==> config.mk <==
export PLATFORM = sky130hd
export DESIGN_NAME = telemetry_line_parser
export DESIGN_NICKNAME = d
export VERILOG_FILES = /design/src/design/tlp_pkg.sv /design/src/design/tlp_front.sv /design/src/design/tlp_back.sv /design/src/design/tlp_outq.sv /design/src/design/telemetry_line_parser.sv
export VERILOG_INCLUDE_DIRS = /design/src /design/src/design
export SDC_FILE = /design/constraint.sdc
export NUM_CORES = 1
export LEC_CHECK = 0
export ABC_CLOCK_PERIOD_IN_PS = 4510
export BUFFER_PORTS_ARGS = -buffer_cell sky130_fd_sc_hd__buf_4
export CORE_MARGIN = 2
export CORE_UTILIZATION = 35
export DETAILED_ROUTE_END_ITERATION = 8
export PLACE_DENSITY = 0.53
export SETUP_SLACK_MARGIN = 0.5
export SYNTH_ARGS = -nofsm -noshare
export SYNTH_HDL_FRONTEND = slang
export SYNTH_SLANG_ARGS = --single-unit
==> constraint.sdc <==
create_clock -name clk_i -period 4.51 [get_ports clk_i]
set_input_delay 0.451 -clock clk_i [delete_from_list [all_inputs] [get_ports clk_i]]
set_output_delay 0.451 -clock clk_i [all_outputs]
set_load 0.05 [all_outputs]
==> src/design/telemetry_line_parser_macros.svh <==
// ----------------------------------------------------------------------------
// Telemetry line parser assertion macros
// Shared assertion forms, clocked on clk_i and disabled while in reset.
// ----------------------------------------------------------------------------
`ifndef TELEMETRY_LINE_PARSER_MACROS_SVH
`define TELEMETRY_LINE_PARSER_MACROS_SVH

// The consequent must hold in the same cycle as the antecedent.
`define TLP_ASSERT_IMP(lbl, ante, cons, msg) \
  lbl: assert property (@(posedge clk_i) disable iff (!rst_ni) (ante) |-> (cons)) \
    else $error(msg);

// The consequent must hold in the cycle after the antecedent.
`define TLP_ASSERT_NEXT(lbl, ante, cons, msg) \
  lbl: assert property (@(posedge clk_i) disable iff (!rst_ni) (ante) |=> (cons)) \
    else $error(msg);

`endif

==> src/design/tlp_pkg.sv <==
// ----------------------------------------------------------------------------
// Telemetry line parser package
// Types, character codes, matcher positions and helper functions.
// ----------------------------------------------------------------------------
package tlp_pkg;

  localparam int ValueWidth = 16;
  localparam int OutValW    = 16;
  localparam int IndW       = 9;
  localparam int ChgW       = IndW + 2;
  localparam int PosW       = 5;
  localparam int SlotW      = 4;

  localparam int QDepth = 2;
  localparam int QPtrW  = 1;
  localparam int QCntW  = 2;

  localparam logic [ValueWidth-1:0] ValueMax = {ValueWidth{1'b1}};
  localparam logic [IndW-1:0]       IndReset = 9'h040;

  localparam logic [7:0] CharNl  = 8'h0A;
  localparam logic [7:0] CharTab = 8'h09;
  localparam logic [7:0] CharCr  = 8'h0D;
  localparam logic [7:0] CharSp  = 8'h20;
  localparam logic [7:0] Char0   = 8'h30;
  localparam logic [7:0] Char1   = 8'h31;
  localparam logic [7:0] Char2   = 8'h32;
  localparam logic [7:0] Char9   = 8'h39;
  localparam logic [7:0] CharB   = 8'h42;
  localparam logic [7:0] CharF   = 8'h46;
  localparam logic [7:0] CharH   = 8'h48;
  localparam logic [7:0] CharL   = 8'h4C;
  localparam logic [7:0] CharP   = 8'h50;
  localparam logic [7:0] CharR   = 8'h52;
  localparam logic [7:0] CharS   = 8'h53;
  localparam logic [7:0] CharT   = 8'h54;
  localparam logic [7:0] CharW   = 8'h57;
  localparam logic [7:0] CharNone = 8'h00;

  localparam logic [PosW-1:0] PosIdle      = 5'd0;
  localparam logic [PosW-1:0] PosSpdFirst  = 5'd1;
  localparam logic [PosW-1:0] PosSpd       = 5'd2;
  localparam logic [PosW-1:0] PosBatFirst  = 5'd3;
  localparam logic [PosW-1:0] PosBat       = 5'd4;
  localparam logic [PosW-1:0] PosSeatbeltB = 5'd19;
  localparam logic [PosW-1:0] PosDone      = 5'd27;

  typedef struct packed {
    logic [7:0] data;
    logic       nl;
    logic       blank;
    logic       dig;
    logic [3:0] dval;
  } token_t;

  typedef struct packed {
    logic                matched;
    logic [OutValW-1:0]  speed;
    logic [OutValW-1:0]  battery;
    logic [IndW-1:0]     ind;
    logic [ChgW-1:0]     changed;
  } result_t;

  typedef struct packed {
    logic             valid;
    logic [SlotW-1:0] idx;
  } bit_slot_t;

  function automatic logic [7:0] lit_char(logic [PosW-1:0] pos);
    logic [7:0] c;
    unique case (pos)
      5'd0:    c = CharS;
      5'd6:    c = CharP;
      5'd8:    c = CharL;
      5'd10:   c = CharF;
      5'd12:   c = CharT;
      5'd13:   c = CharL;
      5'd15:   c = CharT;
      5'd16:   c = CharR;
      5'd18:   c = CharS;
      5'd19:   c = CharB;
      5'd21:   c = CharW;
      5'd22:   c = Char1;
      5'd24:   c = CharW;
      5'd25:   c = Char2;
      default: c = CharNone;
    endcase
    return c;
  endfunction

  function automatic bit_slot_t bit_slot(logic [PosW-1:0] pos);
    bit_slot_t s;
    s.valid = 1'b1;
    unique case (pos)
      5'd5:    s.idx = 4'd0;
      5'd7:    s.idx = 4'd1;
      5'd9:    s.idx = 4'd2;
      5'd11:   s.idx = 4'd3;
      5'd14:   s.idx = 4'd4;
      5'd17:   s.idx = 4'd5;
      5'd20:   s.idx = 4'd6;
      5'd23:   s.idx = 4'd7;
      5'd26:   s.idx = 4'd8;
      default: begin
        s.valid = 1'b0;
        s.idx   = 4'd0;
      end
    endcase
    return s;
  endfunction

  function automatic logic [ValueWidth-1:0] acc_digit(logic [ValueWidth-1:0] a,
                                                     logic [3:0] d);
    logic [ValueWidth+3:0] v;
    v = ({4'b0, a} << 3) + ({4'b0, a} << 1) + {{ValueWidth{1'b0}}, d};
    if (v > {4'b0, ValueMax}) begin
      return ValueMax;
    end
    return v[ValueWidth-1:0];
  endfunction

endpackage

==> src/design/tlp_front.sv <==
// ----------------------------------------------------------------------------
// Telemetry line parser front end
// Classifies each received byte and holds it in a two-word token queue.
// ----------------------------------------------------------------------------
module tlp_front (
  input  logic            clk_i,
  input  logic            rst_ni,
  input  logic            push,
  output logic            full,
  input  logic [7:0]      rx_byte_i,
  output logic            tok_valid_o,
  output tlp_pkg::token_t tok_o,
  input  logic            tok_ready_i
);

  tlp_pkg::token_t              tok_in;
  tlp_pkg::token_t              entry_q [tlp_pkg::QDepth];
  logic [tlp_pkg::QPtrW-1:0]    wr_ptr_q, wr_ptr_d;
  logic [tlp_pkg::QPtrW-1:0]    rd_ptr_q, rd_ptr_d;
  logic [tlp_pkg::QCntW-1:0]    count_q, count_d;
  logic                         do_push, do_pop;

  always_comb begin
    tok_in.data  = rx_byte_i;
    tok_in.nl    = (rx_byte_i == tlp_pkg::CharNl);
    tok_in.blank = (rx_byte_i == tlp_pkg::CharSp) ||
                   ((rx_byte_i >= tlp_pkg::CharTab) && (rx_byte_i <= tlp_pkg::CharCr));
    tok_in.dig   = (rx_byte_i >= tlp_pkg::Char0) && (rx_byte_i <= tlp_pkg::Char9);
    tok_in.dval  = tok_in.dig ? rx_byte_i[3:0] : 4'd0;
  end

  assign full        = (count_q == tlp_pkg::QCntW'(tlp_pkg::QDepth));
  assign tok_valid_o = (count_q != '0);
  assign tok_o       = entry_q[rd_ptr_q];
  assign do_push     = push && !full;
  assign do_pop      = tok_valid_o && tok_ready_i;

  always_comb begin
    wr_ptr_d = wr_ptr_q;
    rd_ptr_d = rd_ptr_q;
    count_d  = count_q;
    if (do_push) begin
      wr_ptr_d = wr_ptr_q + 1'b1;
    end
    if (do_pop) begin
      rd_ptr_d = rd_ptr_q + 1'b1;
    end
    if (do_push && !do_pop) begin
      count_d = count_q + 1'b1;
    end else if (!do_push && do_pop) begin
      count_d = count_q - 1'b1;
    end
  end

  always_ff @(posedge clk_i or negedge rst_ni) begin
    if (!rst_ni) begin
      wr_ptr_q <= '0;
      rd_ptr_q <= '0;
      count_q  <= '0;
    end else begin
      wr_ptr_q <= wr_ptr_d;
      rd_ptr_q <= rd_ptr_d;
      count_q  <= count_d;
    end
  end

  always_ff @(posedge clk_i) begin
    if (do_push) begin
      entry_q[wr_ptr_q] <= tok_in;
    end
  end

  `include "telemetry_line_parser_macros.svh"

  `TLP_ASSERT_IMP(a_tokq_count, 1'b1, count_q <= tlp_pkg::QCntW'(tlp_pkg::QDepth), "token queue overflow")
  `TLP_ASSERT_NEXT(a_tokq_grow, do_push && !do_pop, count_q == $past(count_q) + 1'b1, "token count slip")

endmodule

==> src/design/tlp_back.sv <==
// ----------------------------------------------------------------------------
// Telemetry line parser back end
// Runs the record matcher on each token and builds the result of a line.
// ----------------------------------------------------------------------------
module tlp_back (
  input  logic             clk_i,
  input  logic             rst_ni,
  input  logic             tok_valid_i,
  input  tlp_pkg::token_t  tok_i,
  output logic             tok_ready_o,
  output logic             res_valid_o,
  output tlp_pkg::result_t res_o,
  input  logic             res_ready_i
);

  logic [tlp_pkg::PosW-1:0]       pos_q, pos_d;
  logic [tlp_pkg::ValueWidth-1:0] spd_q, spd_d, bat_q, bat_d;
  logic [tlp_pkg::ValueWidth-1:0] held_spd_q, held_spd_d, held_bat_q, held_bat_d;
  logic [tlp_pkg::IndW-1:0]       bits_q, bits_d, held_ind_q, held_ind_d;
  logic                           has_match_q, has_match_d;
  logic                           nonblank_q, nonblank_d;
  logic                           fire, is_s, is01, mm, start;
  logic                           acc_zero;
  logic [tlp_pkg::ValueWidth-1:0] dval_ext;
  logic [7:0]                     lit;
  tlp_pkg::bit_slot_t             slot;
  logic [tlp_pkg::ValueWidth-1:0] new_spd, new_bat;
  logic [tlp_pkg::IndW-1:0]       new_ind;

  assign tok_ready_o = !(tok_i.nl && nonblank_q) || res_ready_i;
  assign fire        = tok_valid_i && tok_ready_o;
  assign res_valid_o = fire && tok_i.nl && nonblank_q;

  assign is_s     = (tok_i.data == tlp_pkg::CharS);
  assign is01     = (tok_i.data == tlp_pkg::Char0) || (tok_i.data == tlp_pkg::Char1);
  assign dval_ext = {{(tlp_pkg::ValueWidth-4){1'b0}}, tok_i.dval};
  assign lit      = tlp_pkg::lit_char(pos_q);
  assign slot     = tlp_pkg::bit_slot(pos_q);
  assign acc_zero = (spd_q == '0) && (bat_q == '0) && (bits_q == '0);

  assign new_spd = has_match_q ? spd_q : held_spd_q;
  assign new_bat = has_match_q ? bat_q : held_bat_q;
  assign new_ind = has_match_q ? bits_q : held_ind_q;

  always_comb begin
    res_o.matched = has_match_q;
    res_o.speed   = new_spd[tlp_pkg::OutValW-1:0];
    res_o.battery = new_bat[tlp_pkg::OutValW-1:0];
    res_o.ind     = new_ind;
    if (has_match_q) begin
      res_o.changed = {bits_q ^ held_ind_q, bat_q != held_bat_q, spd_q != held_spd_q};
    end else begin
      res_o.changed = '0;
    end
  end

  always_comb begin
    pos_d       = pos_q;
    spd_d       = spd_q;
    bat_d       = bat_q;
    bits_d      = bits_q;
    has_match_d = has_match_q;
    nonblank_d  = nonblank_q;
    held_spd_d  = held_spd_q;
    held_bat_d  = held_bat_q;
    held_ind_d  = held_ind_q;
    mm          = 1'b0;
    start       = 1'b0;
    if (fire && tok_i.nl) begin
      if (nonblank_q && has_match_q) begin
        held_spd_d = spd_q;
        held_bat_d = bat_q;
        held_ind_d = bits_q;
      end
      pos_d       = tlp_pkg::PosIdle;
      spd_d       = '0;
      bat_d       = '0;
      bits_d      = '0;
      has_match_d = 1'b0;
      nonblank_d  = 1'b0;
    end else if (fire) begin
      if (!tok_i.blank) begin
        nonblank_d = 1'b1;
      end
      unique case (pos_q)
        tlp_pkg::PosIdle: begin
          start = is_s;
        end
        tlp_pkg::PosSpdFirst: begin
          if (tok_i.dig) begin
            spd_d = dval_ext;
            pos_d = tlp_pkg::PosSpd;
          end else begin
            mm = 1'b1;
          end
        end
        tlp_pkg::PosSpd: begin
          if (tok_i.dig) begin
            spd_d = tlp_pkg::acc_digit(spd_q, tok_i.dval);
          end else if (tok_i.data == tlp_pkg::CharB) begin
            pos_d = tlp_pkg::PosBatFirst;
          end else begin
            mm = 1'b1;
          end
        end
        tlp_pkg::PosBatFirst: begin
          if (tok_i.dig) begin
            bat_d = dval_ext;
            pos_d = tlp_pkg::PosBat;
          end else begin
            mm = 1'b1;
          end
        end
        tlp_pkg::PosBat: begin
          if (tok_i.dig) begin
            bat_d = tlp_pkg::acc_digit(bat_q, tok_i.dval);
          end else if (tok_i.data == tlp_pkg::CharH) begin
            pos_d = pos_q + 1'b1;
          end else begin
            mm = 1'b1;
          end
        end
        default: begin
          if (pos_q < tlp_pkg::PosDone) begin
            if (slot.valid) begin
              if (is01) begin
                if (tok_i.data == tlp_pkg::Char1) begin
                  bits_d[slot.idx] = 1'b1;
                end
                pos_d = pos_q + 1'b1;
                if (pos_q + 1'b1 == tlp_pkg::PosDone) begin
                  has_match_d = 1'b1;
                end
              end else begin
                mm = 1'b1;
              end
            end else if (tok_i.data == lit) begin
              pos_d = pos_q + 1'b1;
            end else if ((pos_q == tlp_pkg::PosSeatbeltB) && tok_i.dig) begin
              spd_d  = dval_ext;
              bat_d  = '0;
              bits_d = '0;
              pos_d  = tlp_pkg::PosSpd;
            end else begin
              mm = 1'b1;
            end
          end
        end
      endcase
      if (mm) begin
        if (is_s) begin
          start = 1'b1;
        end else begin
          pos_d = tlp_pkg::PosIdle;
        end
      end
      if (start) begin
        spd_d  = '0;
        bat_d  = '0;
        bits_d = '0;
        pos_d  = tlp_pkg::PosSpdFirst;
      end
    end
  end

  always_ff @(posedge clk_i or negedge rst_ni) begin
    if (!rst_ni) begin
      pos_q       <= tlp_pkg::PosIdle;
      spd_q       <= '0;
      bat_q       <= '0;
      bits_q      <= '0;
      has_match_q <= 1'b0;
      nonblank_q  <= 1'b0;
      held_spd_q  <= '0;
      held_bat_q  <= '0;
      held_ind_q  <= tlp_pkg::IndReset;
    end else begin
      pos_q       <= pos_d;
      spd_q       <= spd_d;
      bat_q       <= bat_d;
      bits_q      <= bits_d;
      has_match_q <= has_match_d;
      nonblank_q  <= nonblank_d;
      held_spd_q  <= held_spd_d;
      held_bat_q  <= held_bat_d;
      held_ind_q  <= held_ind_d;
    end
  end

  `include "telemetry_line_parser_macros.svh"

  `TLP_ASSERT_IMP(a_match_done, has_match_q, pos_q == tlp_pkg::PosDone, "match before record end")
  `TLP_ASSERT_IMP(a_start_clear, pos_q == tlp_pkg::PosSpdFirst, acc_zero, "record start not cleared")

endmodule

==> src/design/tlp_outq.sv <==
// ----------------------------------------------------------------------------
// Telemetry line parser result queue
// Two-word queue that holds finished line results until they are popped.
// ----------------------------------------------------------------------------
module tlp_outq (
  input  logic             clk_i,
  input  logic             rst_ni,
  input  logic             push_i,
  input  tlp_pkg::result_t data_i,
  output logic             full_o,
  output logic             empty_o,
  input  logic             pop_i,
  output tlp_pkg::result_t data_o
);

  tlp_pkg::result_t             entry_q [tlp_pkg::QDepth];
  logic [tlp_pkg::QPtrW-1:0]    wr_ptr_q, wr_ptr_d;
  logic [tlp_pkg::QPtrW-1:0]    rd_ptr_q, rd_ptr_d;
  logic [tlp_pkg::QCntW-1:0]    count_q, count_d;
  logic                         do_push, do_pop;

  assign full_o  = (count_q == tlp_pkg::QCntW'(tlp_pkg::QDepth));
  assign empty_o = (count_q == '0);
  assign data_o  = entry_q[rd_ptr_q];
  assign do_push = push_i && !full_o;
  assign do_pop  = pop_i && !empty_o;

  always_comb begin
    wr_ptr_d = wr_ptr_q;
    rd_ptr_d = rd_ptr_q;
    count_d  = count_q;
    if (do_push) begin
      wr_ptr_d = wr_ptr_q + 1'b1;
    end
    if (do_pop) begin
      rd_ptr_d = rd_ptr_q + 1'b1;
    end
    if (do_push && !do_pop) begin
      count_d = count_q + 1'b1;
    end else if (!do_push && do_pop) begin
      count_d = count_q - 1'b1;
    end
  end

  always_ff @(posedge clk_i or negedge rst_ni) begin
    if (!rst_ni) begin
      wr_ptr_q <= '0;
      rd_ptr_q <= '0;
      count_q  <= '0;
    end else begin
      wr_ptr_q <= wr_ptr_d;
      rd_ptr_q <= rd_ptr_d;
      count_q  <= count_d;
    end
  end

  always_ff @(posedge clk_i) begin
    if (do_push) begin
      entry_q[wr_ptr_q] <= data_i;
    end
  end

  `include "telemetry_line_parser_macros.svh"

  `TLP_ASSERT_IMP(a_no_lost_result, push_i, !full_o, "result offered while queue is full")

endmodule

==> src/design/telemetry_line_parser.sv <==
// ----------------------------------------------------------------------------
// Telemetry line parser
// Splits a received byte stream into lines and reports the telemetry record
// found in each nonblank line.
// ----------------------------------------------------------------------------
// Bytes enter through a queue-style port: a word is taken when push is high
// and full is low. Results leave the same way: the oldest result is on the
// output ports while empty is low and is taken when pop is high.
// A front stage classifies each byte into a two-word token queue; a back
// stage runs the record matcher, one token per cycle unless a full result
// queue holds it at a newline, and writes the result of each nonblank line
// into a two-word result queue. Throughput is one byte per cycle, set by the
// matcher step, while no such hold applies. The result of a line is
// registered in the result queue when the back stage takes its newline.
// Reset empties both queues, clears the held speed and battery, and sets
// the held indicators to seatbelt only.
// When the receiver stalls, the result queue fills, the back stage holds at
// the next newline of a nonblank line, the token queue fills and full rises.
// ----------------------------------------------------------------------------
module telemetry_line_parser (
  input  logic                         clk_i,
  input  logic                         rst_ni,
  input  logic                         push,
  output logic                         full,
  input  logic [7:0]                   rx_byte_i,
  output logic                         empty,
  input  logic                         pop,
  output logic                         line_matched_o,
  output logic [tlp_pkg::OutValW-1:0]  speed_value_o,
  output logic [tlp_pkg::OutValW-1:0]  battery_value_o,
  output logic [tlp_pkg::IndW-1:0]     indicator_bits_o,
  output logic [tlp_pkg::ChgW-1:0]     changed_mask_o
);

  logic             tok_valid, tok_ready;
  tlp_pkg::token_t  tok;
  logic             res_valid, res_full;
  tlp_pkg::result_t res, head;

  tlp_front u_front (
    .clk_i       (clk_i),
    .rst_ni      (rst_ni),
    .push        (push),
    .full        (full),
    .rx_byte_i   (rx_byte_i),
    .tok_valid_o (tok_valid),
    .tok_o       (tok),
    .tok_ready_i (tok_ready)
  );

  tlp_back u_back (
    .clk_i       (clk_i),
    .rst_ni      (rst_ni),
    .tok_valid_i (tok_valid),
    .tok_i       (tok),
    .tok_ready_o (tok_ready),
    .res_valid_o (res_valid),
    .res_o       (res),
    .res_ready_i (!res_full)
  );

  tlp_outq u_outq (
    .clk_i   (clk_i),
    .rst_ni  (rst_ni),
    .push_i  (res_valid),
    .data_i  (res),
    .full_o  (res_full),
    .empty_o (empty),
    .pop_i   (pop),
    .data_o  (head)
  );

  assign line_matched_o   = head.matched;
  assign speed_value_o    = head.speed;
  assign battery_value_o  = head.battery;
  assign indicator_bits_o = head.ind;
  assign changed_mask_o   = head.changed;

endmodule

==> impl_metrics.toml, run 1 <==
[routing]
routedLengthMet1_mm = 14.8
drt.antenna.violating_nets = 0
dr_total_vias = 9009
met3_wirelength_mm = 1.47
routed_wl_mm = 30.3
drcViolationCount = 0
routed-wl-met2_mm = 13.5
detail_route.first_pass.iterations = 5
detail_route.wl_per_cell_um = 17.8
viasPerCell = 5.31
routed.top_layer = "met4"
drt_iter0_markers = 549

[sta]
finalCriticalPeriod_ps = 3770
worst_pin_slew_ps = 938
report.final.hold_viol_count = 0
final.period_utilization = 0.837
slew_violations = 0
setup_viol_count_final = 0
unrepaired_setup_endpoints_after_global_routing = "false"
fin_hold_ws_ps = 28.4
fin_setup_tns_ps = 0
finClkSkew_ps = 12.3
timing.fmax_mhz = 265
timing.slew.headroom = 0.375
finalWorstSetupSlack_ps = 737

[synth]
syn-mean-instance-area_um2 = 11.6
yosys_warnings = 0
number_of_flops_mapped_to_enable_cells_by_yosys = 136
postSynthCellCount = 1128
number_of_synthesized_register_bits = 233
synth_fp_nets = 1214
synth.area.top_cells = "edfxtp_1 (31%), dfrtp_1 (18%), mux2_2 (9.6%)"
netlist-cell-type-count = 75
ys_async_sr_fraction = 0.416
yosysTopAreaCell = "edfxtp_1"
synth.top_cell.area_share = 0.312
seq_area_frac_synth = 0.498
synth_ff_type = "edfxtp_1"
cell_area_after_synthesis_um2 = 13100

[power]
ir_worst_vdd_mv = 0.293
power_density_nw_per_um2 = 541
finalPower_mw = 8.22
cellLeakagePower_nw = 6.37

[cells_and_area]
area_delta_synth_final_pct = 16.2
final_cell_area_um2 = 15200
non_filler_instances = 1698
antenna-diode-count = 0
final_nets = 1297
drive_above_1_share = 0.232
layout.cells.most_common = "edfxtp_1"
n_fill_cell = 3534
utilization = 0.414
most-common-layout-cells = "edfxtp_1 (136), mux2_2 (111), buf_4 (99)"

[global_routing]
grt.overflow.total = 0
grt_max_degree = 68
global_route.usage.total = 0.157
first_pass_grt_wire_length_mm = 49.3
antenna_found_initial = 0
first_global_vias = 8909

[cts]
tritoncts_buffer_count = 26
clkTransAtPathRegs_ps = 60
cts_buffer_depth = 3
cts_tree = "yes"
htree_levels = 1
clockRootBuffer = "clkbuf_16"
clock_latency_ps = 530
clock-sinks = 233

[worst_setup_path]
cp_cell_sequence = "mux2_4, fa_1, ha_1, a211oi_4, o211ai_1, a41oi_2, o21ai_0, or2_2, o22a_1, nor3_4, buf_12, nand2_1, a32o_1"
cp-start-kind = "register"
critPathRequiredTime_ps = 4920
critical-path-max-stage-delay_ps = 520
worst-setup-path-type = "register to register"
timing.critical_path.slowest_stage_cell = "fa_1"
critical_path_buf_inv_count = 1
crit_path_max_fanout = 15
cpLargestDelayFamily = "compound AO/OA/AOI/OAI gates"
worst_ep_arrival_time_ps = 4180
cp-end-kind = "register"

[die]
die_y_um = 197
dieArea_um2 = 38900
floorplan.rows = 70
die-width_um = 197
floorplan.initialDensity = 0.356
pin_count = 67
coreArea_um2 = 36700

[min_path]
min-delay-path-class = "primary input to async pin"

[place]
dp.final_hpwl_mm = 20.8
gp_congestion = 0.866
dp_slack_ps = 306
port-buffer-count = 66
placed_cell_area_um2 = 14300
dp.cells = 1647

[run]
cap_violations = 0

[status]
run_status = "completed"
per-layer routing:
metal | GRT usage | vias to the layer above
met3 | 0.0222 | 27
met5 | 0 | -
met1 | 0.230 | 4390
met2 | 0.248 | 202
met4 | 0.0334 | 0
li1 | - | 4390
area by class of cell:
class	instances	area, µm²	area share
clock buffer	33	698	0.0460
clock inverter	14	125	0.00824
inverter	50	188	0.0124
multi-input combinational	797	6270	0.412
sequential	233	6520	0.429
tap	468	586	0.0385
timing repair buffer	103	815	0.0536
report_power, final:
group	switching [mW]	internal, mW
Combinational	2.14	1.17
Clock	0.838	1.21
Sequential	0.227	2.63
path summary, 6_finish.rpt:
check | slack (ps) | cells after the start | end | from
worst max-delay path | 740 | 13 | u_back.bat_q[0] | u_front.rd_ptr_q
worst min-delay path | 30 | 1 | u_back.held_spd_q[8] | rst_ni
worst max register to register | 740 | 13 | u_back.bat_q[0] | u_front.rd_ptr_q
worst min register to register | 500 | 2 | u_back.held_ind_q[6] | u_back.held_ind_q[6]
max in group asynchronous | 3450 | 2 | u_back.held_ind_q[6] | rst_ni
min in group clk_i | 120 | 1 | u_front.entry_q[1][14] | rx_byte_i[7]
sequential cells by signal (all words and copies together), names as in the netlist:
signal	count
u_back.bat_q	16
u_back.bits_q	9
u_back.has_match_q	1
u_back.held_bat_q	16
u_back.held_ind_q	9
u_back.held_spd_q	16
u_back.nonblank_q	1
u_back.pos_q	5
u_back.spd_q	16
u_front.count_q	2
u_front.entry_q	30
u_front.rd_ptr_q	1
u_front.wr_ptr_q	1
u_outq.count_q	2
u_outq.entry_q	106
u_outq.rd_ptr_q	1
u_outq.wr_ptr_q	1
logic make-up (layout without fill, tap and decap cells):
| kind of cell | count (synthesis) | count (layout) | synth area share |
|---|---|---|---|
| AND/OR/NAND/NOR | 247 | 247 | 0.0936 |
| adder cells (fa/ha/maj) | 74 | 74 | 0.0731 |
| multiplexers | 149 | 149 | 0.125 |
| flip-flops | 233 | 233 | 0.498 |
| XOR/XNOR | 77 | 77 | 0.0516 |
| buffers and inverters | 98 | 200 | 0.0305 |
| AO/OA/AOI/OAI | 250 | 250 | 0.128 |
cells in the mapped netlist, types with 6 or more instances:
master and n:
edfxtp_1 136, mux2_2 112, dfrtp_1 96, o21ai_0 73, ha_1 70, nand2_1 70
nor2_1 57, inv_1 49, a21oi_1 41, xnor2_1 40, xor2_1 37, mux2i_1 31
clkbuf_1 24, and2_1 19, nor3_1 17, a22o_1 15, nor4_1 15, a211oi_1 14
nand3_1 14, buf_1 10, buf_2 10, a21o_1 9, a32oi_1 9, nand4_1 8
o211ai_1 8, o21ai_1 8, o21bai_1 8, o22ai_1 8, a31oi_1 6, mux2_1 6
nor2b_1 6, o2111ai_1 6, o21a_1 6
timing repair:
item,in CTS,in global routing
pin swaps,1,2
setup endpoints to repair,16,32
setup buffers,2,2
cloned,0,0
hold buffers,0,0
resized for setup,0,13
Power figures use the tool's default switching activity.
==> inputs of run 2 (changes only) <==
ABC_AREA = 1   (was not set)
ABC_CLOCK_PERIOD_IN_PS = 3800   (was 4510)
PLACE_DENSITY = 0.51   (was 0.53)
clock period = 3.8 ns   (was 4.51 ns; I/O delays follow)
==> run 2 against run 1 <==
Effect of this change: setup slack lost 130 ps; non-clock buffer count is 38 higher; critical path depth increased by 12; clock skew grew 1.5 ps; core utilization increased by 0.72 points; via count grew 30%; design area up 9.6%; clock power grew 19%; sequential power rose by 16%; critical path type unchanged; critical endpoint is now u_back.spd_q[0].
==> impl_metrics.toml, run 2 <==
[sta]
finClkSkew_ps = 13.8
report.final.hold_viol_count = 0
unrepaired_setup_endpoints_after_global_routing = "true"
setup_viol_count_final = 0
worst_pin_slew_ps = 744
timing.slew.headroom = 0.504
finalWorstSetupSlack_ps = 604
slew_violations = 0
fin_setup_tns_ps = 0
timing.fmax_mhz = 313
finalCriticalPeriod_ps = 3200
final.period_utilization = 0.841

[die]
floorplan.rows = 73
die-width_um = 204
pin_count = 67
coreArea_um2 = 39500
die_y_um = 204
floorplan.initialDensity = 0.354
dieArea_um2 = 41600

[power]
power.share.sequential = 0.301
clockPowerShare = 0.219
power.share.switching = 0.449
cellLeakagePower_nw = 7.47
power_density_nw_per_um2 = 662
comb_power_share = 0.480
ir_worst_vdd_mv = 0.410
p_switching_mw = 4.95
cell_internal_pwr_mw = 6.08

[cells_and_area]
largest_register_ffs = 106
most-common-layout-cells = "nand2_1 (550), edfxtp_1 (136), buf_4 (130)"
area_delta_synth_final_pct = 19.1
layout.cells.most_common = "nand2_1"
drive_above_1_share = 0.160
utilization = 0.421
n_fill_cell = 3975
final_cell_area_um2 = 16700
layout_top_registers = "u_outq.entry_q: 106 flops, u_front.entry_q: 30 flops"
largest_register = "u_outq.entry_q"
antenna-diode-count = 0
final_nets = 1901

[global_routing]
first_pass_grt_wire_length_mm = 58.2
antenna_found_initial = 0
global_route.usage.total = 0.172
grt.overflow.total = 0
grt_max_degree = 83
first_global_vias = 11100

[synth]
synth_fp_nets = 1795
number_of_flops_mapped_to_enable_cells_by_yosys = 136
ys_async_sr_fraction = 0.416
netlist_top_cells_count = "nand2_1 (569), edfxtp_1 (136), o21ai_0 (132)"
postSynthCellCount = 1709
netlist-cell-type-count = 52
seq_area_frac_synth = 0.465
cell_area_after_synthesis_um2 = 14000
number_of_synthesized_register_bits = 233
syn-mean-instance-area_um2 = 8.19
yosysTopAreaCell = "edfxtp_1"
synth.area.top_cells = "edfxtp_1 (29%), dfrtp_1 (17%), nand2_1 (15%)"
synth.top_cell.area_share = 0.292
yosys_warnings = 0
synth_ff_type = "edfxtp_1"
post-synth-top-count-cell = "nand2_1"

[place]
dp_slack_ps = 345
gp_congestion = 0.874
dp.final_hpwl_mm = 25.7
port-buffer-count = 66
placed_cell_area_um2 = 15300

[worst_setup_path]
critPathRequiredTime_ps = 4300
crit_cells = 25
cpMostUsedCell = "nand2_1"
cpLargestDelayFamily = "simple AND/OR/NAND/NOR gates"
reg2reg_slack_ps = 600
worst_ep_arrival_time_ps = 3700
timing.critical_path.slowest_stage_cell = "dfrtp_1"
critical-path-max-stage-delay_ps = 420
crit-reg2reg-capture = "u_back.spd_q[0]"
reg2reg_depth = 25
cp-end-kind = "register"
worst-setup-path-type = "register to register"
crit_path_max_fanout = 8
setup.worst_path.start = "u_front.rd_ptr_q"
worst_setup_path_endpoint = "u_back.spd_q[0]"
worst_r2r_startpoint = "u_front.rd_ptr_q"
cp-start-kind = "register"
critical_path_buf_inv_count = 4

[cts]
clkTransAtPathRegs_ps = 60
tritoncts_buffer_count = 27
cts_buffer_depth = 3
cts_tree = "yes"
clock-sinks = 233
clock_latency_ps = 560
clockRootBuffer = "clkbuf_16"
htree_levels = 1

[run]
cap_violations = 0

[routing]
dr_total_vias = 11700
drt_iter0_markers = 642
viasPerCell = 4.96
detail_route.first_pass.iterations = 5
detail_route.wl_per_cell_um = 15.4
drt.antenna.violating_nets = 0
drcViolationCount = 0
routed_wl_mm = 36.3

[min_path]
worst_hold_path.num_cells = 1
min-delay-path-class = "primary input to register"

[status]
run_status = "completed"
run 2: cell count changes after synthesis, moves of 30 or more:
cell and change:
nor2_1 +54, nand2_1 +499, inv_1 +81, o21ai_0 +59
mux2i_1 -30, mux2_2 -112, nand3_1 +76
run 2: layer usage:
metal	vias to the layer above	global-route usage	wire (µm)
met2	204	0.276	16400
met5	-	0	0
met1	5525	0.247	17800
met4	0	0.0427	805
met3	56	0.0226	1370
li1	5918	-	-
run 2: cells by family after synthesis:
logic type      count (synthesis)  synth area share
compound gates                234            0.0933
xor+xnor                       58            0.0363
fa+ha+maj                      74            0.0683
buf+inv                       209            0.0600
flops                         233             0.465
mux                             1          0.000715
simple gates                  900             0.276
run 2: through the flow:
stage / hold WS, ps / std cells / power, mW
floorplan: 84.4 / 1709 / 6.87
global placement: 481 / 2285 / 8.38
detailed placement: 485 / 2285 / 8.40
CTS: 0.540 / 2342 / 10.9
global route: 10.6 / 2361 / 11.7
finish: 27.7 / 2361 / 11.0
run 2: worst register-to-register path, stage by stage (launching register included):
cell and delay, ps:
dfrtp_1 420, inv_2 80, nand2_2 90, nand2_4 70, buf_12 130, ha_4 260, ha_4 130, inv_2 40
fa_2 370, nand3b_1 170, nand2_2 90, nand2_2 50, nand2_1 60, nand2_1 60, nand2_2 90, nand2_2 50
nand2_1 70, nand2_1 50, nand2_1 50, nor2_1 40, and2_4 170, buf_8 140, o21a_1 170, nor3_1 130
nand3_1 80, nand2_1 80
run 2: final cells by class:
class	count	area [µm²]	area share
timing repair buffer	141	1150	0.0689
multi-input combinational	1267	6970	0.418
clock inverter	12	90.1	0.00541
sequential	233	6520	0.391
inverter	145	548	0.0329
tap	525	657	0.0394
clock buffer	38	727	0.0436
run 2: worst min path at each step:
stage,start,end,slack [ps]
after floorplan,rst_ni,u_back.bat_q[0],80
after CTS,rx_byte_i[1],u_front.entry_q[1][8],0.5
after global routing,rx_byte_i[4],u_front.entry_q[1][11],10
final,rx_byte_i[4],u_front.entry_q[1][11],30
after global placement,rst_ni,u_back.bat_q[14],480
after detailed placement,rst_ni,u_back.bat_q[14],480
run 2: what timing repair did:
action                                  in CTS  in global routing
pin swaps                                    6                 48
endpoints found under the hold margin       51                  0
cloned                                       1                  1
hold buffers                                 3                  0
buffers inserted                             3                 18
endpoints found under the setup margin      38                151
resized for setup                           13                 71
run 2: power groups by stage:
stage               sequential (mW)  combinational (mW)  clock, mW
finish                         3.32                5.29       2.42
global route                   3.36                5.80       2.58
CTS                            3.31                5.09       2.49
detailed placement             3.36                5.04          0
global placement               3.36                5.03          0
floorplan                      3.31                3.56          0
